### src/rtl/rpe_pkg.sv
// Shared types, constants and tables for the radar plot to ENU transform.
`default_nettype none
package rpe_pkg;

  localparam int ANGLE_BITS_DEF = 16;
  localparam int RANGE_BITS_DEF = 20;

  localparam int TURN_W       = 32;
  localparam int CORDIC_STEPS = 30;
  localparam int XW           = 34;
  localparam int ZW           = 34;
  localparam int SC_W         = 30;
  localparam int FRAC         = 28;
  localparam int CORDIC_GAIN  = 652032874;
  localparam int CORDIC_LAT   = CORDIC_STEPS + 2;
  localparam int POST_LAT     = 13;
  localparam int SC_DLY       = 10;
  localparam int QDEPTH       = 2;

  // Register indexes on the configuration port
  localparam logic [0:0] REG_MOUNT_YAW   = 1'b0;
  localparam logic [0:0] REG_MOUNT_PITCH = 1'b1;

  // Angle slots in a turn set
  localparam int NUM_ANG = 7;
  localparam int ANG_AZ  = 0;
  localparam int ANG_EL  = 1;
  localparam int ANG_MP  = 2;
  localparam int ANG_MY  = 3;
  localparam int ANG_RL  = 4;
  localparam int ANG_PT  = 5;
  localparam int ANG_YW  = 6;

  typedef logic [TURN_W-1:0] turn_t;
  typedef turn_t [NUM_ANG-1:0] turn_set_t;

  typedef struct packed {
    logic signed [SC_W-1:0] s;
    logic signed [SC_W-1:0] c;
  } trig_t;
  typedef trig_t [NUM_ANG-1:0] trig_set_t;

  // Arctangent of 2^-i in 32-bit turns
  function automatic logic signed [ZW-1:0] atan_turn(input int i);
    logic [31:0] v;
    case (i)
      0:  v = 32'h20000000;  1: v = 32'h12E4051E;  2: v = 32'h09FB385B;
      3:  v = 32'h051111D4;  4: v = 32'h028B0D43;  5: v = 32'h0145D7E1;
      6:  v = 32'h00A2F61E;  7: v = 32'h00517C55;  8: v = 32'h0028BE53;
      9:  v = 32'h00145F2F; 10: v = 32'h000A2F98; 11: v = 32'h000517CC;
      12: v = 32'h00028BE6; 13: v = 32'h000145F3; 14: v = 32'h0000A2FA;
      15: v = 32'h0000517D; 16: v = 32'h000028BE; 17: v = 32'h0000145F;
      18: v = 32'h00000A30; 19: v = 32'h00000518; 20: v = 32'h0000028C;
      21: v = 32'h00000146; 22: v = 32'h000000A3; 23: v = 32'h00000051;
      24: v = 32'h00000029; 25: v = 32'h00000014; 26: v = 32'h0000000A;
      27: v = 32'h00000005; 28: v = 32'h00000003; 29: v = 32'h00000001;
      default: v = 32'h0;
    endcase
    return $signed({{(ZW-32){1'b0}}, v});
  endfunction

endpackage
`default_nettype wire

### src/rtl/rpe_front.sv
// Front end: configuration registers, angle-to-turn conversion and request queue.
`default_nettype none
module rpe_front
  import rpe_pkg::*;
#(
  parameter int ANGLE_BITS = ANGLE_BITS_DEF,
  parameter int RANGE_BITS = RANGE_BITS_DEF
) (
  input  wire logic                  clk_i,
  input  wire logic                  rst_ni,
  input  wire logic                  cfg_we_i,
  input  wire logic [0:0]            cfg_index_i,
  input  wire logic [ANGLE_BITS-1:0] cfg_data_i,
  input  wire logic                  in_valid_i,
  output logic                       in_ready_o,
  input  wire logic [ANGLE_BITS-1:0] azimuth_i,
  input  wire logic [ANGLE_BITS-1:0] elevation_i,
  input  wire logic [RANGE_BITS-1:0] slant_range_i,
  input  wire logic [ANGLE_BITS-1:0] platform_roll_i,
  input  wire logic [ANGLE_BITS-1:0] platform_pitch_i,
  input  wire logic [ANGLE_BITS-1:0] platform_yaw_i,
  output logic                       q_valid_o,
  input  wire logic                  q_pop_i,
  output turn_set_t                  q_turns_o,
  output logic [RANGE_BITS-1:0]      q_range_o
);

  localparam int PTR_W = $clog2(QDEPTH);
  localparam int CNT_W = $clog2(QDEPTH + 1);

  logic [ANGLE_BITS-1:0] mount_yaw_q, mount_pitch_q;
  turn_set_t             turns;
  turn_set_t             tq_q [QDEPTH];
  logic [RANGE_BITS-1:0] rq_q [QDEPTH];
  logic [PTR_W-1:0]      wr_ptr_q, rd_ptr_q;
  logic [CNT_W-1:0]      cnt_q;
  logic                  push, pop;

  function automatic turn_t to_turn(input logic [ANGLE_BITS-1:0] a);
    return {a, {(TURN_W-ANGLE_BITS){1'b0}}};
  endfunction

  always_ff @(posedge clk_i or negedge rst_ni) begin
    if (!rst_ni) begin
      mount_yaw_q   <= '0;
      mount_pitch_q <= '0;
    end else if (cfg_we_i) begin
      case (cfg_index_i)
        REG_MOUNT_YAW:   mount_yaw_q   <= cfg_data_i;
        REG_MOUNT_PITCH: mount_pitch_q <= cfg_data_i;
        default: ;
      endcase
    end
  end

  // Mount angles are applied negated
  always_comb begin
    turns         = '0;
    turns[ANG_AZ] = to_turn(azimuth_i);
    turns[ANG_EL] = to_turn(elevation_i);
    turns[ANG_MP] = turn_t'(0) - to_turn(mount_pitch_q);
    turns[ANG_MY] = turn_t'(0) - to_turn(mount_yaw_q);
    turns[ANG_RL] = to_turn(platform_roll_i);
    turns[ANG_PT] = to_turn(platform_pitch_i);
    turns[ANG_YW] = to_turn(platform_yaw_i);
  end

  assign in_ready_o = (cnt_q != CNT_W'(QDEPTH));
  assign q_valid_o  = (cnt_q != '0);
  assign push       = in_valid_i && in_ready_o;
  assign pop        = q_pop_i && q_valid_o;
  assign q_turns_o  = tq_q[rd_ptr_q];
  assign q_range_o  = rq_q[rd_ptr_q];

  always_ff @(posedge clk_i) begin
    if (push) begin
      tq_q[wr_ptr_q] <= turns;
      rq_q[wr_ptr_q] <= slant_range_i;
    end
  end

  always_ff @(posedge clk_i or negedge rst_ni) begin
    if (!rst_ni) begin
      wr_ptr_q <= '0;
      rd_ptr_q <= '0;
      cnt_q    <= '0;
    end else begin
      if (push) wr_ptr_q <= wr_ptr_q + PTR_W'(1);
      if (pop)  rd_ptr_q <= rd_ptr_q + PTR_W'(1);
      case ({push, pop})
        2'b10:   cnt_q <= cnt_q + CNT_W'(1);
        2'b01:   cnt_q <= cnt_q - CNT_W'(1);
        default: cnt_q <= cnt_q;
      endcase
    end
  end

endmodule
`default_nettype wire

### config.mk
export PLATFORM = sky130hd
export DESIGN_NAME = rpe_front
export DESIGN_NICKNAME = d
export VERILOG_FILES = /design/src/rtl/rpe_pkg.sv /design/src/rtl/rpe_front.sv
export SDC_FILE = /design/constraint.sdc
export NUM_CORES = 1
export LEC_CHECK = 0
export BUFFER_PORTS_ARGS = -buffer_cell sky130_fd_sc_hd__buf_2
export CAP_MARGIN = 25
export CORE_MARGIN = 4
export CORE_UTILIZATION = 34
export DETAILED_ROUTE_END_ITERATION = 10
export GPL_TIMING_DRIVEN = 0
export PLACE_DENSITY_LB_ADDON = 0.05
export RECOVER_POWER = 100
export SYNTH_ARGS = -nofsm -noshare
export SYNTH_HDL_FRONTEND = slang
export SYNTH_SLANG_ARGS = --single-unit
### constraint.sdc
create_clock -name clk_i -period 6.3 [get_ports clk_i]
set_clock_uncertainty 0.15 [all_clocks]
set_input_delay 0.945 -clock clk_i [delete_from_list [all_inputs] [get_ports clk_i]]
set_output_delay 0.945 -clock clk_i [all_outputs]
set_load 0.02 [all_outputs]
==> results of run 1 <==
-- worst max-delay path, delay by kind of cell, from the launching register on --
family / cells / cell delay [ps]
buf+inv: 1 / 2480
flops: 1 / 400
simple gates: 2 / 1070
-- through the flow --
step	util, %	setup TNS (ps)
floorplan	-	0
global placement	40.8	-258810
detailed placement	41.3	0
CTS	44.3	0
global route	43.3	0
finish	43.3	0
-- Yosys cell counts --
library cell | count | area share [%]
edfxtp_1 | 264 | 65
buf_4 | 112 | 6.9
mux2_2 | 110 | 10
mux2_1 | 52 | 4.8
dfrtp_1 | 36 | 7.4
xnor2_1 | 23 | 1.6
buf_1 | 12 | 0.37
nor2_1 | 11 | 0.34
nand2_1 | 9 | 0.28
xor2_1 | 9 | 0.64
clkbuf_1 | 5 | 0.15
nor3_1 | 5 | 0.20
inv_1 | 4 | 0.12
nor4_1 | 4 | 0.20
ha_1 | 3 | 0.31
o21ai_0 | 3 | 0.12
and2_1 | 2 | 0.10
nand2b_1 | 2 | 0.10
nor4_2 | 2 | 0.20
nor4_4 | 2 | 0.35
or4_4 | 2 | 0.18
and3_1 | 1 | 0.051
buf_2 | 1 | 0.041
conb_1 | 1 | 0.031
nand3_1 | 1 | 0.041
nand3_2 | 1 | 0.082
nand4bb_1 | 1 | 0.092
nor2b_1 | 1 | 0.051
nor3_2 | 1 | 0.082
or2_2 | 1 | 0.051
or3_1 | 1 | 0.051
or4_1 | 1 | 0.061
or4b_1 | 1 | 0.082
-- metal layers --
| layer | up-vias | track usage (%) |
|---|---|---|
| met3 | 29 | 3.27 |
| li1 | 3154 | - |
| met5 | - | 0 |
| met4 | 0 | 2.83 |
| met1 | 3194 | 17.4 |
| met2 | 198 | 21.1 |
-- final timing paths --
| kind | start | cells after the start | slack [ps] | end |
|---|---|---|---|---|
| worst min register to register | wr_ptr_q | 1 | 340 | wr_ptr_q |
| worst max register to register | cnt_q[0] | 3 | 1660 | tq_q[1][54] |
| max in group asynchronous | rst_ni | 1 | 3910 | mount_pitch_q[1] |
| worst max-delay path | cnt_q[0] | 3 | 1660 | tq_q[1][54] |
| worst min-delay path | wr_ptr_q | 1 | 340 | wr_ptr_q |
| min in group asynchronous | rst_ni | 1 | 900 | mount_yaw_q[6] |
-- flip-flops by register name, summed over array words and instances (netlist names) --
register,flops
wr_ptr_q,1
tq_q,224
mount_yaw_q,16
rq_q,40
mount_pitch_q,16
cnt_q,2
rd_ptr_q,1
-- cell families after synthesis --
logic type,after synthesis,synth area share (%)
adder cells (fa/ha/maj),3,0.307
flip-flops,300,72.2
other,1,0.0307
buffers and inverters,134,7.56
AND/OR/NAND/NOR,49,2.61
multiplexers,162,14.9
XOR/XNOR,32,2.29
AO/OA/AOI/OAI,3,0.123
-- layout by cell type, fill, tap and decap left out, types with 2 or more instances in the layout --
cell type  count
edfxtp_1     264
clkbuf_1     190
buf_4        112
conb_1       112
mux2_2       107
buf_2         97
mux2_1        55
clkbuf_16     37
dfrtp_1       36
xnor2_1       23
nor2_1        11
xor2_1         9
nand2_1        9
nor4_1         7
clkinv_1       7
nor3_1         6
clkinv_2       5
inv_1          4
or4_1          3
o21ai_0        3
ha_1           3
buf_12         3
nand2b_1       2
nand3_1        2
clkbuf_8       2
-- power breakdown --
group / switching [uW] / internal, uW
logic: 1430 / 703
registers: 113 / 2730
clock network: 729 / 1140
total: 2270 / 4560
-- layout make-up --
type	instances	area, um2
buffer	130	908
clock buffer	49	991
clock inverter	14	88.8
fill	3376	20200
inverter	4	15.0
multi-input combinational	361	2850
sequential	300	8830
tap	461	577
timing repair buffer	262	1150
==> results.py, run 1 <==
metrics = {
    "timing": {
        "setup_viol": 0,
        "rsz0062_at_grt": "no",
        "hold_violations": 0,
        "relSlewSlack_pct": -130,
        "layout_setup_ws_ps": 1660,
        "hold_slack_ps": 337,
        "max_freq_mhz": 215,
        "tightest_slew_ps": 3450,
        "fin_crit_ps": 4640,
        "min_period_over_period_pct": 73.7,
        "slew_viol_final": 172,
    },
    "pwr": {
        "total_power_uw": 6840,
        "ir_drop_v": 0.000211,
        "p_per_area_nw_per_um2": 444,
        "cellLeakagePower_uw": 0.00581,
    },
    "outcome": {
        "violations": "capacitance limit, slew limit",
        "status": "complete, but fails checks",
    },
    "setup_path": {
        "critPathMaxStageDelay_ps": 2480,
        "slowest_stage": "clkbuf_1",
        "cp.arrival_ps": 4510,
        "crit_type": "flop to flop",
        "worstPathRequired_ps": 6170,
        "path_max_fanout": 55,
        "crit_path_end_kind": "flop",
        "cp_cell_sequence": "nand2b_1 > and3_1 > clkbuf_1",
        "start_kind": "flop",
    },
    "floorplanning": {
        "io-pin-count": 368,
        "dieArea_um2": 39100,
        "die_y_um": 198,
        "rows": 69,
        "coreArea_um2": 35600,
        "fp.dieW_um": 198,
        "initial_core_util_pct": 34.4,
    },
    "routing": {
        "wl_um": 26700,
        "met1Wirelength_um": 11500,
        "drt_iter0_drc": 182,
        "ant_nets": 0,
        "routed.top_layer": "met4",
        "wl_met2_um": 13200,
        "drc": 0,
        "post_drt_wl_per_cell_um": 16.9,
        "via_per_inst": 4.16,
        "wl_met3_um": 1680,
        "drt-pass1-iter-count": 4,
        "via_count": 6575,
    },
    "finish": {
        "area_growth_pct": 26.0,
        "layout-drive-gt1-share_pct": 32.8,
        "nets": 1220,
        "stdcell_area_um2": 15400,
        "finalNonFillerCells": 1581,
        "n_antenna_cell": 0,
    },
    "logic_synthesis": {
        "ys_ff_latch": 300,
        "synth_seq_area_share_pct": 72.2,
        "synth_area_um2": 12200,
        "yosysWarnings": 0,
        "avgSynthCellArea_um2": 17.9,
        "synth_cell_types": 33,
        "netlist_instances": 684,
    },
    "cts": {
        "cts_hold_buf": 0,
        "worstSkewPairLatency_ps": 490,
        "path_clk_slew_ps": 50,
        "cts_made_buffers": 36,
        "root_buffer": "clkbuf_16",
        "cts.sinks": 300,
        "postCtsResizedCells": 0,
        "cts_tree": "done",
        "cts_setup_buffers": 0,
        "h-tree-depth": 2,
        "clock_path_buffers": 3,
    },
    "global_routing": {
        "grt_max_degree": 56,
        "grt_overflow": 0,
        "grt_pass1_vias": 6553,
        "grt_pass1_wl_um": 38900,
        "grt_usage_pct": 12.9,
        "grt_antenna_before_repair": 0,
    },
    "placed_design": {
        "hpwl_um": 19100,
        "gp_congestion": 0.687,
        "portBuffers": 255,
        "dp_cells": 1518,
        "dpl-instance-area_um2": 14700,
        "preCtsSetupSlack_ps": 2640,
    },
    "worst_hold_path": {
        "hp-class": "flop to flop",
    },
    "run": {
        "max-cap-violations": 4,
    },
}
Power figures use the tool's default switching activity.
==> run 2: changes to the inputs <==
==> constraint.sdc (replaced) <==
create_clock -name clk_i -period 4.5 [get_ports clk_i]
set_clock_uncertainty 0.15 [all_clocks]
set_input_delay 0.675 -clock clk_i [delete_from_list [all_inputs] [get_ports clk_i]]
set_output_delay 0.675 -clock clk_i [all_outputs]
set_load 0.02 [all_outputs]
==> results.py, run 2 (synthesis results as in run 1) <==
metrics = {
    "routing": {
        "ant_nets": 0,
        "wl_um": 27100,
        "drc": 0,
        "drt-pass1-iter-count": 4,
        "via_per_inst": 4.19,
        "drt_iter0_drc": 241,
        "via_count": 6635,
        "post_drt_wl_per_cell_um": 17.1,
    },
    "floorplanning": {
        "rows": 69,
        "coreArea_um2": 35600,
        "die_y_um": 198,
        "io-pin-count": 368,
        "initial_core_util_pct": 34.4,
        "dieArea_um2": 39100,
        "fp.dieW_um": 198,
    },
    "outcome": {
        "violations": "capacitance limit, slew limit",
        "status": "complete, but fails checks",
    },
    "setup_path": {
        "crit_type": "flop to flop",
        "start_kind": "flop",
        "cp_cell_sequence": "nand2b_1 > nand2_1 > nor2_1 > clkbuf_1 > clkbuf_2",
        "r2r_start": "cnt_q[0]",
        "crit_start": "cnt_q[0]",
        "critPathMaxStageDelay_ps": 1280,
        "slowest_stage": "clkbuf_1",
        "path_max_fanout": 27,
        "crit_family": "buffers and inverters",
        "critPathBufInv": 2,
        "crit_path_end_kind": "flop",
        "cp.arrival_ps": 3840,
        "worstPathRequired_ps": 4480,
    },
    "placed_design": {
        "gp_congestion": 0.697,
        "preCtsSetupSlack_ps": 1150,
        "portBuffers": 255,
        "hpwl_um": 19100,
    },
    "finish": {
        "layout-drive-gt1-share_pct": 32.8,
        "multi_input_area_um2": 2850,
        "n_antenna_cell": 0,
        "mostFrequentLayoutCell": "edfxtp_1",
        "final_cell_mix": "edfxtp_1 (264), clkbuf_1 (190), buf_4 (112), conb_1 (112), mux2_2 (108)",
        "area_growth_pct": 25.9,
        "seq_area_um2": 8830,
        "n_fill_cell": 3399,
        "largest_register_ffs": 224,
        "reg.largest.list": "tq_q (224), rq_q (40)",
        "nets": 1220,
        "top_register": "tq_q",
    },
    "pwr": {
        "ir_drop_v": 0.000284,
        "cellLeakagePower_uw": 0.00581,
        "total_power_uw": 9590,
        "p_per_area_nw_per_um2": 622,
    },
    "cts": {
        "cts_made_buffers": 36,
        "root_buffer": "clkbuf_16",
        "cts_setup_buffers": 0,
        "postCtsResizedCells": 0,
        "cts.sinks": 300,
        "path_clk_slew_ps": 60,
        "h-tree-depth": 2,
        "cts_tree": "done",
        "worstSkewPairLatency_ps": 520,
        "cts_hold_buf": 0,
        "clock_path_buffers": 3,
    },
    "worst_hold_path": {
        "hp-class": "input pin to flop",
        "hold_path_startpoint": "azimuth_i[6]",
    },
    "timing": {
        "fin_crit_ps": 3860,
        "relSlewSlack_pct": -39.5,
        "min_period_over_period_pct": 85.9,
        "layout_setup_ws_ps": 637,
        "rsz0062_at_grt": "no",
        "max_freq_mhz": 259,
        "tightest_slew_ps": 2090,
        "setup_viol": 0,
        "hold_slack_ps": 196,
        "hold_violations": 0,
        "slew_viol_final": 157,
    },
    "global_routing": {
        "grt_max_degree": 58,
        "grt_antenna_before_repair": 2,
        "grt_usage_pct": 13.0,
        "grt_overflow": 0,
        "grt_pass1_wl_um": 39500,
        "grt_pass1_vias": 6628,
    },
    "run": {
        "max-cap-violations": 5,
    },
}
-- run 2: changes by cell type in the layout (fill, tap and decap cells not counted), sizes merged --
cell / previous run / this run
clkbuf: 229 / 234
buf: 212 / 208
inv: 4 / 6
bufinv: 1 / 0
clkinv: 12 / 11
-- run 2: routing by layer --
metal / part of all wire (%) / vias up / global-route usage [%] / routed length [um]
met5: 0.096 / - / 0 / 26
met4: 1.6 / 4 / 3.34 / 435
met3: 5.7 / 38 / 3.34 / 1550
met2: 50 / 185 / 21.8 / 13600
met1: 42 / 3258 / 17.0 / 11500
li1: - / 3150 / - / -
-- run 2: path summary, 6_finish.rpt --
check	cells after the start	endpoint	slack [ps]
min in group asynchronous	1	mount_yaw_q[4]	620
worst min register to register	1	cnt_q[1]	340
worst max-delay path	5	tq_q[0][124]	640
max in group asynchronous	1	mount_pitch_q[13]	2380
worst max register to register	5	tq_q[0][124]	640
worst min-delay path	1	tq_q[1][6]	200
-- run 2: cell type report --
class                   instances  area share, %
flip-flops and latches        300           57.3
multi-input cells             361           18.5
repair buffers                262           7.33
clock buffers                  50           6.66
plain buffers                 130           5.90
well taps                     461           3.74
clock inverters                14          0.455
inverters                       4         0.0975
-- run 2: where the power goes --
group	switching (uW)	internal, uW
sequential	159	3800
combinational	2000	972
clock	1070	1590
-- run 2: metrics by stage --
| step | instance area (um2) | std cells | TNS (ps) | util (%) |
|---|---|---|---|---|
| floorplan | 12700 | 795 | 0 | - |
| global placement | 14500 | 1511 | -338110 | 40.8 |
| detailed placement | 14700 | 1518 | 0 | 41.2 |
| CTS | 15800 | 1582 | 0 | 44.3 |
| global route | 15400 | 1582 | 0 | 43.3 |
| finish | 15400 | 1582 | 0 | 43.3 |
-- run 2: worst reg2reg max path: stages (launching register included) --
cell	delay (ps)
dfrtp_1	410
nand2b_1	160
nand2_1	110
nor2_1	600
clkbuf_1	1280
clkbuf_2	760
==> run 3: changes to the inputs <==
--- a/config.mk
+++ b/config.mk
@@ -13,6 +13,7 @@
 export GPL_TIMING_DRIVEN = 0
 export PLACE_DENSITY_LB_ADDON = 0.05
 export RECOVER_POWER = 100
+export REMOVE_ABC_BUFFERS = 1
 export SYNTH_ARGS = -nofsm -noshare
 export SYNTH_HDL_FRONTEND = slang
 export SYNTH_SLANG_ARGS = --single-unit
==> results.py, run 3 (synthesis results as in run 1) <==
metrics = {
    "timing": {
        "tightest_slew_ps": 2660,
        "max_freq_mhz": 293,
        "tns_ps": 0,
        "layout_setup_ws_ps": 1090,
        "fin_crit_ps": 3410,
        "min_period_over_period_pct": 75.8,
        "slew_viol_final": 117,
        "relSlewSlack_pct": -77.4,
        "rsz0062_at_grt": "no",
        "setup_viol": 0,
        "hold_violations": 0,
    },
    "worst_hold_path": {
        "hold-path-cell-count": 1,
        "hold_path_startpoint": "azimuth_i[3]",
        "min_to": "tq_q[1][3]",
        "hp-class": "input pin to flop",
    },
    "finish": {
        "n_fill_cell": 3398,
        "top_register": "tq_q",
        "reg.largest.list": "tq_q (224), rq_q (40)",
        "stdcell_area_um2": 14600,
        "area_growth_pct": 19.4,
        "layout-drive-gt1-share_pct": 25.7,
        "mostFrequentLayoutCell": "edfxtp_1",
        "largest_register_ffs": 224,
        "nets": 1092,
        "n_antenna_cell": 0,
        "final_cell_mix": "edfxtp_1 (264), clkbuf_1 (172), conb_1 (112)",
    },
    "cts": {
        "path_clk_slew_ps": 50,
        "worstSkewPairLatency_ps": 520,
        "clock_path_buffers": 3,
        "h-tree-depth": 2,
        "cts.sinks": 300,
        "cts_made_buffers": 36,
        "root_buffer": "clkbuf_16",
        "postCtsResizedCells": 0,
        "cts_hold_buf": 0,
        "cts_setup_buffers": 0,
        "cts_tree": "done",
    },
    "floorplanning": {
        "io-pin-count": 368,
        "fp.dieW_um": 198,
        "coreArea_um2": 35600,
        "dieArea_um2": 39100,
        "rows": 69,
        "initial_core_util_pct": 34.4,
        "die_y_um": 198,
    },
    "run": {
        "max-cap-violations": 4,
    },
    "placed_design": {
        "hpwl_um": 17200,
        "gp_congestion": 0.661,
        "portBuffers": 255,
        "preCtsSetupSlack_ps": 1850,
        "dpl-instance-area_um2": 13800,
    },
    "global_routing": {
        "grt_usage_pct": 12.2,
        "grt_overflow": 0,
        "grt_max_degree": 51,
        "grt_pass1_vias": 6276,
        "grt_pass1_wl_um": 37100,
        "grt_antenna_before_repair": 2,
    },
    "setup_path": {
        "path_max_fanout": 50,
        "worstPathRequired_ps": 4530,
        "r2r_end": "tq_q[1][140]",
        "rr_worst_depth": 3,
        "start_kind": "flop",
        "r2r_start": "cnt_q[0]",
        "crit_path_end_kind": "flop",
        "ff2ff_setup_slack_ps": 1090,
        "crit_type": "flop to flop",
        "cp.arrival_ps": 3440,
    },
    "outcome": {
        "status": "complete, but fails checks",
        "violations": "capacitance limit, slew limit",
    },
    "routing": {
        "ant_nets": 0,
        "post_drt_wl_per_cell_um": 17.4,
        "drc": 0,
        "drt-pass1-iter-count": 4,
        "drt_iter0_drc": 223,
        "via_count": 6182,
        "via_per_inst": 4.25,
        "wl_um": 25200,
    },
    "pwr": {
        "cellLeakagePower_uw": 0.00520,
        "ir_drop_v": 0.000361,
        "p_per_area_nw_per_um2": 651,
        "total_power_uw": 9500,
    },
}
run 3: per-layer routing:
metal	part of all wire [%]	wire length, um	GRT usage (%)	up-vias
met5	0.13	34	0	-
met4	2.1	539	3.42	4
met3	8.5	2130	4.83	49
met2	47	11800	19.1	196
met1	42	10700	15.9	3040
li1	-	-	-	2893
run 3: worst max path at each step:
stage / startpoint / to / slack, ps / cells past startpoint
after floorplan: cnt_q[0] / rq_q[0][0] / -2560 / 3
after global placement: in_valid_i / tq_q[0][16] / -7080 / 3
after detailed placement: rd_ptr_q / q_turns_o[188] / 1850 / 3
after CTS: rd_ptr_q / q_turns_o[188] / 1280 / 3
after global routing: cnt_q[0] / rq_q[1][4] / 720 / 3
final: cnt_q[0] / tq_q[1][140] / 1090 / 3
run 3: report_power, final:
| group | total, uW | switching (uW) | internal, uW |
|---|---|---|---|
| clock network | 2620 | 1070 | 1560 |
| registers | 4030 | 241 | 3790 |
| logic | 2850 | 1880 | 972 |
run 3: worst max-delay path: stages, from the launching register on:
cell and delay (ps):
dfrtp_1 410, nand2b_1 160, and3_1 1980, buf_16 310
run 3: area by class of cell:
class	count	area, um2	area share, %
clock buffer	45	956	6.55
clock inverter	18	111	0.763
inverter	4	15.0	0.103
multi-input combinational	361	2850	19.5
sequential	300	8830	60.5
tap	461	577	3.95
timing repair buffer	264	1260	8.62
run 3: metrics by stage:
step                cells  hold WS (ps)  util, %
CTS                  1453           132     41.8
finish               1453           192     41.1
global placement     1381           332     38.2
global route         1453           165     41.1
floorplan             665           229        -
detailed placement   1390           354     38.8
